## src/fnvsm_pkg.sv

```systemverilog
// Package with the shared constants, types and state encoding of the seed hash block.
`default_nettype none

package fnvsm_pkg;

  localparam logic [63:0] FnvOffsetBasis = 64'hCBF29CE484222325;
  localparam logic [63:0] FnvPrime       = 64'h00000100000001B3;
  localparam logic [63:0] PrefixDomain   = 64'h504F4C5942454C31;
  localparam logic [63:0] PrefixVersion  = 64'h0000000000000001;
  localparam logic [63:0] MixMulA        = 64'hBF58476D1CE4E5B9;
  localparam logic [63:0] MixMulB        = 64'h94D049BB133111EB;

  // Absorbs the low n bytes of w into h, low byte first. Used for constants only.
  function automatic logic [63:0] absorb_const(logic [63:0] h, logic [63:0] w,
                                               int unsigned n);
    logic [63:0] acc;
    logic [63:0] shw;
    acc = h;
    shw = w;
    for (int unsigned i = 0; i < n; i++) begin
      acc = acc ^ {56'd0, shw[7:0]};
      acc = acc * FnvPrime;
      shw = shw >> 8;
    end
    return acc;
  endfunction

  // Hash state with the domain constant and the version word already absorbed.
  localparam logic [63:0] PrefixValue =
    absorb_const(absorb_const(FnvOffsetBasis, PrefixDomain, 8), PrefixVersion, 4);

  typedef enum logic [2:0] {
    S_IDLE,
    S_ABSORB,
    S_WAIT_ABS,
    S_MIX_A,
    S_WAIT_A,
    S_MIX_B,
    S_WAIT_B,
    S_FOLD
  } state_e;

  typedef struct packed {
    logic        start;
    logic [63:0] a;
    logic [63:0] b;
  } mul_req_t;

  typedef struct packed {
    logic        busy;
    logic        done;
    logic [63:0] prod;
  } mul_rsp_t;

endpackage

`default_nettype wire

```

## src/fnvsm_in_if.sv

```systemverilog
// Input channel: one word of a message per item.
`default_nettype none

interface fnvsm_in_if;
  logic        valid;
  logic        ready;
  logic [63:0] data_word;
  logic        wide_word;
  logic        last_word;

  modport source (output valid, output data_word, output wide_word, output last_word,
                  input ready);
  modport sink (input valid, input data_word, input wide_word, input last_word,
                output ready);
endinterface

`default_nettype wire

```

## src/fnvsm_out_if.sv

```systemverilog
// Output channel: one seed per item.
`default_nettype none

interface fnvsm_out_if;
  logic        valid;
  logic        ready;
  logic [31:0] seed;

  modport source (output valid, output seed, input ready);
  modport sink (input valid, input seed, output ready);
endinterface

`default_nettype wire

```

## src/fnvsm_mul.sv

```systemverilog
// Iterative 64 x 64 multiplier, low 64 bits, built from one 32 x 32 multiplier.
`default_nettype none

module fnvsm_mul (
  input  wire logic               clk_i,
  input  wire logic               rst_ni,
  input  wire fnvsm_pkg::mul_req_t req_i,
  output      fnvsm_pkg::mul_rsp_t rsp_o
);

  logic [63:0] a_q, b_q;
  logic [63:0] prod_q;
  logic [63:0] acc_q, acc_d;
  logic [1:0]  step_q;
  logic        busy_q;
  logic        done_q;
  logic [31:0] op_a, op_b;
  logic [63:0] pp;

  // Partial products: low x low, low x high, high x low. The high x high
  // product falls entirely above bit 63.
  always_comb begin
    case (step_q)
      2'd0:    begin op_a = a_q[31:0];  op_b = b_q[31:0];  end
      2'd1:    begin op_a = a_q[31:0];  op_b = b_q[63:32]; end
      2'd2:    begin op_a = a_q[63:32]; op_b = b_q[31:0];  end
      default: begin op_a = a_q[63:32]; op_b = b_q[31:0];  end
    endcase
  end

  assign pp = 64'(op_a) * 64'(op_b);

  // The product of the previous step, held in prod_q, is added in the next step.
  always_comb begin
    case (step_q)
      2'd0:    acc_d = acc_q;
      2'd1:    acc_d = acc_q + prod_q;
      default: acc_d = acc_q + {prod_q[31:0], 32'd0};
    endcase
  end

  always_ff @(posedge clk_i or negedge rst_ni) begin
    if (!rst_ni) begin
      busy_q <= 1'b0;
      done_q <= 1'b0;
      step_q <= 2'd0;
    end else begin
      done_q <= 1'b0;
      if (req_i.start) begin
        busy_q <= 1'b1;
        step_q <= 2'd0;
      end else if (busy_q) begin
        step_q <= step_q + 2'd1;
        if (step_q == 2'd3) begin
          busy_q <= 1'b0;
          done_q <= 1'b1;
        end
      end
    end
  end

  always_ff @(posedge clk_i) begin
    if (req_i.start) begin
      a_q   <= req_i.a;
      b_q   <= req_i.b;
      acc_q <= 64'd0;
    end else if (busy_q) begin
      prod_q <= pp;
      acc_q  <= acc_d;
    end
  end

  assign rsp_o.busy = busy_q;
  assign rsp_o.done = done_q;
  assign rsp_o.prod = acc_q;

endmodule

`default_nettype wire

```

## src/fnv1a_splitmix_seed_hash_top.sv

```systemverilog
// Top level of the FNV-1a seed hash with splitmix64 finalizer and 32-bit fold.
//
// Usage: messages arrive as words on in_i, one word per item. A narrow word
// absorbs its low 4 bytes, a wide word all 8, low byte first. A word marked
// last produces one 32-bit seed on out_o; other words produce nothing.
// Sequence: each byte passes through the shared 32 x 32 multiplier (an issue
// state, the multiplier's own steps, then a wait state that takes the
// product). A last word then runs the two finalizer multiplies and the fold
// before the seed appears in the output register. A new word is taken only
// once the previous one is done: in_i.ready is high only while the
// sequencer is idle.
// Reset clears the sequencer and the output register and leaves the running
// hash at the prefix value, so the first message needs no setup.
// The output register holds the seed until out_o.ready takes it. The block
// keeps accepting and absorbing words meanwhile, and only stalls at the fold
// of the next message if the previous seed is still unclaimed.
`default_nettype none

module fnv1a_splitmix_seed_hash_top (
  input  wire logic   clk_i,
  input  wire logic   rst_ni,
  fnvsm_in_if.sink    in_i,
  fnvsm_out_if.source out_o
);

  fnvsm_pkg::state_e   state_q, state_d;
  logic [63:0]         hash_q, hash_d;
  logic [63:0]         word_q, word_d;
  logic [2:0]          idx_q, idx_d;
  logic                wide_q, wide_d;
  logic                last_q, last_d;
  logic                out_valid_q, out_valid_d;
  logic [31:0]         seed_q, seed_d;
  fnvsm_pkg::mul_req_t mul_req;
  fnvsm_pkg::mul_rsp_t mul_rsp;
  logic [63:0]         fin;
  logic [31:0]         folded;
  logic                out_free;

  fnvsm_mul u_mul (
    .clk_i  (clk_i),
    .rst_ni (rst_ni),
    .req_i  (mul_req),
    .rsp_o  (mul_rsp)
  );

  assign fin      = hash_q ^ (hash_q >> 31);
  assign folded   = fin[31:0] ^ fin[63:32];
  assign out_free = !out_valid_q || out_o.ready;

  always_comb begin
    state_d     = state_q;
    hash_d      = hash_q;
    word_d      = word_q;
    idx_d       = idx_q;
    wide_d      = wide_q;
    last_d      = last_q;
    seed_d      = seed_q;
    out_valid_d = out_valid_q && !out_o.ready;
    mul_req     = '{start: 1'b0, a: hash_q, b: fnvsm_pkg::FnvPrime};

    case (state_q)
      fnvsm_pkg::S_IDLE: begin
        if (in_i.valid) begin
          word_d  = in_i.data_word;
          wide_d  = in_i.wide_word;
          last_d  = in_i.last_word;
          idx_d   = 3'd0;
          state_d = fnvsm_pkg::S_ABSORB;
        end
      end
      fnvsm_pkg::S_ABSORB: begin
        mul_req = '{start: 1'b1, a: hash_q ^ {56'd0, word_q[7:0]},
                    b: fnvsm_pkg::FnvPrime};
        state_d = fnvsm_pkg::S_WAIT_ABS;
      end
      fnvsm_pkg::S_WAIT_ABS: begin
        if (mul_rsp.done) begin
          hash_d = mul_rsp.prod;
          word_d = word_q >> 8;
          idx_d  = idx_q + 3'd1;
          if (idx_q == (wide_q ? 3'd7 : 3'd3)) begin
            state_d = last_q ? fnvsm_pkg::S_MIX_A : fnvsm_pkg::S_IDLE;
          end else begin
            state_d = fnvsm_pkg::S_ABSORB;
          end
        end
      end
      fnvsm_pkg::S_MIX_A: begin
        mul_req = '{start: 1'b1, a: hash_q ^ (hash_q >> 30), b: fnvsm_pkg::MixMulA};
        state_d = fnvsm_pkg::S_WAIT_A;
      end
      fnvsm_pkg::S_WAIT_A: begin
        if (mul_rsp.done) begin
          hash_d  = mul_rsp.prod;
          state_d = fnvsm_pkg::S_MIX_B;
        end
      end
      fnvsm_pkg::S_MIX_B: begin
        mul_req = '{start: 1'b1, a: hash_q ^ (hash_q >> 27), b: fnvsm_pkg::MixMulB};
        state_d = fnvsm_pkg::S_WAIT_B;
      end
      fnvsm_pkg::S_WAIT_B: begin
        if (mul_rsp.done) begin
          hash_d  = mul_rsp.prod;
          state_d = fnvsm_pkg::S_FOLD;
        end
      end
      fnvsm_pkg::S_FOLD: begin
        // Wait here only while the previous seed is still unclaimed.
        if (out_free) begin
          seed_d      = (folded == 32'd0) ? 32'd1 : folded;
          out_valid_d = 1'b1;
          hash_d      = fnvsm_pkg::PrefixValue;
          state_d     = fnvsm_pkg::S_IDLE;
        end
      end
      default: begin
        state_d = fnvsm_pkg::S_IDLE;
      end
    endcase
  end

  always_ff @(posedge clk_i or negedge rst_ni) begin
    if (!rst_ni) begin
      state_q     <= fnvsm_pkg::S_IDLE;
      hash_q      <= fnvsm_pkg::PrefixValue;
      out_valid_q <= 1'b0;
    end else begin
      state_q     <= state_d;
      hash_q      <= hash_d;
      out_valid_q <= out_valid_d;
    end
  end

  always_ff @(posedge clk_i) begin
    word_q <= word_d;
    idx_q  <= idx_d;
    wide_q <= wide_d;
    last_q <= last_d;
    seed_q <= seed_d;
  end

  assign in_i.ready  = (state_q == fnvsm_pkg::S_IDLE);
  assign out_o.valid = out_valid_q;
  assign out_o.seed  = seed_q;

  // The multiplier is never left running when a new word may be taken.
  assert property (@(posedge clk_i) disable iff (!rst_ni)
    in_i.ready |-> !mul_rsp.busy)
    else $error("multiplier busy while idle");

  // Products only come back while the sequencer waits for one.
  assert property (@(posedge clk_i) disable iff (!rst_ni)
    mul_rsp.done |-> (state_q == fnvsm_pkg::S_WAIT_ABS || state_q == fnvsm_pkg::S_WAIT_A ||
                      state_q == fnvsm_pkg::S_WAIT_B))
    else $error("multiplier result outside a wait state");

  // A new seed is loaded only by the fold step.
  assert property (@(posedge clk_i) disable iff (!rst_ni)
    $rose(out_valid_q) |-> $past(state_q == fnvsm_pkg::S_FOLD))
    else $error("seed appeared without a fold");

  // After the fold the running hash is back at the prefix value.
  assert property (@(posedge clk_i) disable iff (!rst_ni)
    (state_q == fnvsm_pkg::S_FOLD && out_free) |=> hash_q == fnvsm_pkg::PrefixValue)
    else $error("hash not restored after message");

endmodule

`default_nettype wire

```

## src/flat_wrapper.sv

```systemverilog
// flat-port wrapper written by rule: the top's interface ports become plain ports
module fnv1a_splitmix_seed_hash_top_flat 
  (clk_i, rst_ni, in_i_valid, in_i_data_word, in_i_wide_word, in_i_last_word, in_i_ready, out_o_valid, out_o_seed, out_o_ready);
  fnvsm_in_if in_i_i ();
  fnvsm_out_if out_o_i ();
  input  wire logic clk_i;
  input  wire logic rst_ni;
  input wire logic [$bits(in_i_i.valid)-1:0] in_i_valid;
  input wire logic [$bits(in_i_i.data_word)-1:0] in_i_data_word;
  input wire logic [$bits(in_i_i.wide_word)-1:0] in_i_wide_word;
  input wire logic [$bits(in_i_i.last_word)-1:0] in_i_last_word;
  output wire logic [$bits(in_i_i.ready)-1:0] in_i_ready;
  output wire logic [$bits(out_o_i.valid)-1:0] out_o_valid;
  output wire logic [$bits(out_o_i.seed)-1:0] out_o_seed;
  input wire logic [$bits(out_o_i.ready)-1:0] out_o_ready;
  assign in_i_i.valid = in_i_valid;
  assign in_i_i.data_word = in_i_data_word;
  assign in_i_i.wide_word = in_i_wide_word;
  assign in_i_i.last_word = in_i_last_word;
  assign in_i_ready = in_i_i.ready;
  assign out_o_valid = out_o_i.valid;
  assign out_o_seed = out_o_i.seed;
  assign out_o_i.ready = out_o_ready;
  fnv1a_splitmix_seed_hash_top u_core (.clk_i(clk_i), .rst_ni(rst_ni), .in_i(in_i_i), .out_o(out_o_i));
endmodule
```

## config.mk

```make
export PLATFORM = sky130hd
export DESIGN_NAME = fnv1a_splitmix_seed_hash_top_flat
export DESIGN_NICKNAME = d
export VERILOG_FILES = /design/src/fnvsm_pkg.sv /design/src/fnvsm_in_if.sv /design/src/fnvsm_out_if.sv /design/src/fnvsm_mul.sv /design/src/fnv1a_splitmix_seed_hash_top.sv /design/src/flat_wrapper.sv
export SDC_FILE = /design/constraint.sdc
export NUM_CORES = 2
export LEC_CHECK = 0
export BUFFER_PORTS_ARGS = -buffer_cell sky130_fd_sc_hd__buf_2
export CORE_MARGIN = 1.5
export CORE_UTILIZATION = 30
export CTS_BUF_LIST = sky130_fd_sc_hd__clkbuf_8
export CTS_CLUSTER_SIZE = 16
export DETAILED_ROUTE_END_ITERATION = 7
export GPL_TIMING_DRIVEN = 0
export HOLD_SLACK_MARGIN = 0.15
export PLACE_DENSITY_LB_ADDON = 0.1
export SYNTH_ARGS = -nofsm -noshare
export SYNTH_HDL_FRONTEND = slang
export SYNTH_SLANG_ARGS = --single-unit
```

## constraint.sdc

```tcl
create_clock -name clk_i -period 22.7 [get_ports clk_i]
set_input_delay 1.135 -clock clk_i [delete_from_list [all_inputs] [get_ports clk_i]]
set_output_delay 1.135 -clock clk_i [all_outputs]
set_load 0.05 [all_outputs]
```

==> metrics.md <==
| Metric | Value |
|---|---|
| Post-DP HPWL | 189 mm |
| Antenna viol nets, final | 0 |
| IO buf count | 103 |
| Netlist cell types | 94 |
| Grt ovf | 0 |
| Reg-to-reg critical path endpoint | u_core.u_mul.prod_q[63] |
| CP arrival | 13220 ps |
| Antenna violations before repair | 12 |
| Largest net degree at the start of global routing | 60 |
| Worst endpoint required time | 23100 ps |
| Die Area | 170000 um2 |
| Clk_skew | 53.6 ps |
| Final Max Slew Viols | 11 |
| Global-route wire length before repair | 312 mm |
| CTS H-tree lvls | 3 |
| Cell Area, Synth | 50200 um2 |
| Fillers | 17541 |
| Async S/R FF share, synth | 0.195 |
| Final hold violation count | 0 |
| Clk_lat worst skew | 690 ps |
| Sequential share of the synthesized area | 0.202 |
| CP endpoint | u_core.u_mul.prod_q[63] |
| Drt pass-1 iters | 7 |
| Type of the worst min-delay path | in -> async |
| Max Cap Violations | 2 |
| Period minus WS final | 12820 ps |
| Layout cells sized above 1 | 0.0733 |
| Iteration-0 DRC Markers | 3644 |
| Count leader, synth | inv_1 |
| Synth Area in Adders | 0.432 |
| R2R Path Start | u_core.u_mul.step_q[0] |
| Clk root buf | clkbuf_8 |
| Number of synthesized flops with an enable pin | 234 |
| Compound-Gate Fraction of Synth Area | 0.105 |
| Worst slew pin tran | 1510 ps |
| Clk buf depth | 3 |
| Cells taking the most area after synthesis | fa_1, edfxtp_1, ha_1, inv_1, nand2_1 |
| Most frequent cells after synthesis | inv_1, fa_1, nand2_1, nor2_1, ha_1 |
| Vias in the first global route | 40857 |
| Post-cts hold buffer count | 0 |
| Final Instance Area | 55300 um2 |
| # Post-CTS Setup Buffers | 0 |
| CP Capture Type | flip-flop |
| Largest family of logic cells by synthesized area | adder cells |
| Setup_tns | 0 ps |
| WP buf/inv | 8 |
| Critical path depth | 28 |
| Via count | 39094 |
| Reg-to-reg slack, setup | 9880 ps |
| # DRC | 0 |
| Routed wire length | 221 mm |
| Setup CP Type | reg -> reg |
| Synth top area share | 0.322 |
| Post-Syn Nets | 6525 |
| Most used cell, CP | fa_1 |
| Area delta synth->final | 10.1% |
| Avg WL per Cell | 28.9 um |
| Yosys synthesis warning count | 0 |
| CTS tree | yes |
| Worst stage delay on the critical path | 1120 ps |
| Area of the multi-input gates | 35600 um2 |
| Clk sinks | 370 |
| CTS clk-pin slew, worst paths | 60 ps |
| Initial Util | 0.303 |
| Num CTS Buffers | 71 |
| CP Launch Type | flip-flop |
| Slew Limit Headroom | -0.0383 |
| Final #Nets | 6718 |
| Ys flop type | edfxtp_1 |
| RSZ-0062 raised after global routing | no |
| Reg2Reg Depth | 28 |
| Failing checks | capacitance limit, slew limit |
| Die width | 412 um |
| Setup crit start | u_core.u_mul.step_q[0] |
| Syn_area_per_cell | 9.65 um2 |
| Synthesis-stage register bit count | 370 |
| XOR/XNOR Fraction of Synth Area | 0.0457 |
| Post-Synth Simple-Gate Area | 0.103 |
| Leading area contributor after synthesis | fa_1 |
| Post-placement cell area | 53800 um2 |
| Post-synthesis mux area share | 0.0228 |
| F_max | 78.0 MHz |
| Vias per cell | 5.11 |
| Syn Inst Count | 5206 |
| IO Count | 104 |
| Fin crit share | 0.565 |
| Max Fanout on Critical Path | 10 |
| Slowest CP cell | mux2i_1 |
| GPL Wtd Cong | 0.994 |
| CP delay by family, top | adder cells |
| CORE AREA | 166000 um2 |
| Die Y | 412 um |
| Status | finished with violations |
| Setup violators final | 0 |
| GRT Resource Usage Total | 0.261 |
| Reg area | 10100 um2 |
| CTS resizes | 0 |
| FP Rows | 149 |
==> state kept, by name, summed over array words and instances, names as in the netlist <==
signal and flops:
u_core.u_mul.done_q 1, u_core.u_mul.busy_q 1, u_core.wide_q 1, u_core.u_mul.b_q 5
u_core.state_q 3, u_core.last_q 1, u_core.word_q 64, u_core.out_o.valid 1
u_core.u_mul.step_q 2, u_core.u_mul.prod_q 64, u_core.hash_q 64, u_core.u_mul.a_q 64
u_core.idx_q 3, u_core.u_mul.acc_q 64, u_core.out_o.seed 32
==> worst min path at each step <==
stage | to | cells past startpoint | slack, ps | from
floorplan | u_core.hash_q[4] | 2 | 400 | u_core.u_mul.acc_q[4]
global placement | u_core.hash_q[4] | 2 | 420 | u_core.u_mul.acc_q[4]
detailed placement | u_core.hash_q[6] | 2 | 420 | u_core.u_mul.acc_q[6]
CTS | u_core.hash_q[7] | 1 | 260 | rst_ni
global route | u_core.hash_q[16] | 1 | 280 | rst_ni
finish | u_core.hash_q[7] | 1 | 310 | rst_ni
==> logic make-up (layout without fill, tap and decap cells) <==
logic type / Yosys count / in the layout
flops: 370 / 370
simple gates: 1202 / 1202
compound gates: 822 / 822
xor+xnor: 262 / 262
mux: 105 / 105
fa+ha+maj: 1249 / 1249
other cells: 0 / 3
buf+inv: 1196 / 1446
==> through the flow <==
step           hold WS, ps  instances  worst slack [ps]  utilization
4_1_cts                257       7645              9690        0.334
5_1_grt                279       7646              9360        0.334
3_5_place_dp           424       7515              9800        0.325
3_3_place_gp           418       7498              9280        0.323
6_report               314       7648              9880        0.334
2_1_floorplan          396       5206             13800            -
==> per-layer routing <==
layer	vias up	track usage	part of all wire
li1	17192	-	-
met1	20203	0.357	0.44
met2	1387	0.426	0.46
met3	304	0.0329	0.060
met4	8	0.0858	0.038
met5	-	0	0.00027
==> cells in the final DEF, fill, tap and decap left out, types with 64 or more instances in the layout <==
master and count:
edfxtp_1 234, mux2_2 75, inv_1 1000, xnor2_1 190
nand2_1 459, ha_1 442, clkbuf_8 76, a21o_1 85
fa_1 807, clkbuf_1 170, xor2_1 72, buf_2 113
dfxtp_1 64, a21oi_1 251, o21ai_0 192, nor2_1 450
==> final cells by class <==
class / count / share of cell area
diodes: 3 / 0.000136
plain buffers: 198 / 0.0138
clock buffers: 76 / 0.0189
inverters: 998 / 0.0677
flip-flops and latches: 370 / 0.184
repair buffers: 120 / 0.0141
multi-input cells: 3640 / 0.644
well taps: 2189 / 0.0495
clock inverters: 54 / 0.00855
Power is left out: the tool's default activity adds up to more than one toggle a clock period on the data nets, which glitch-free logic cannot reach.
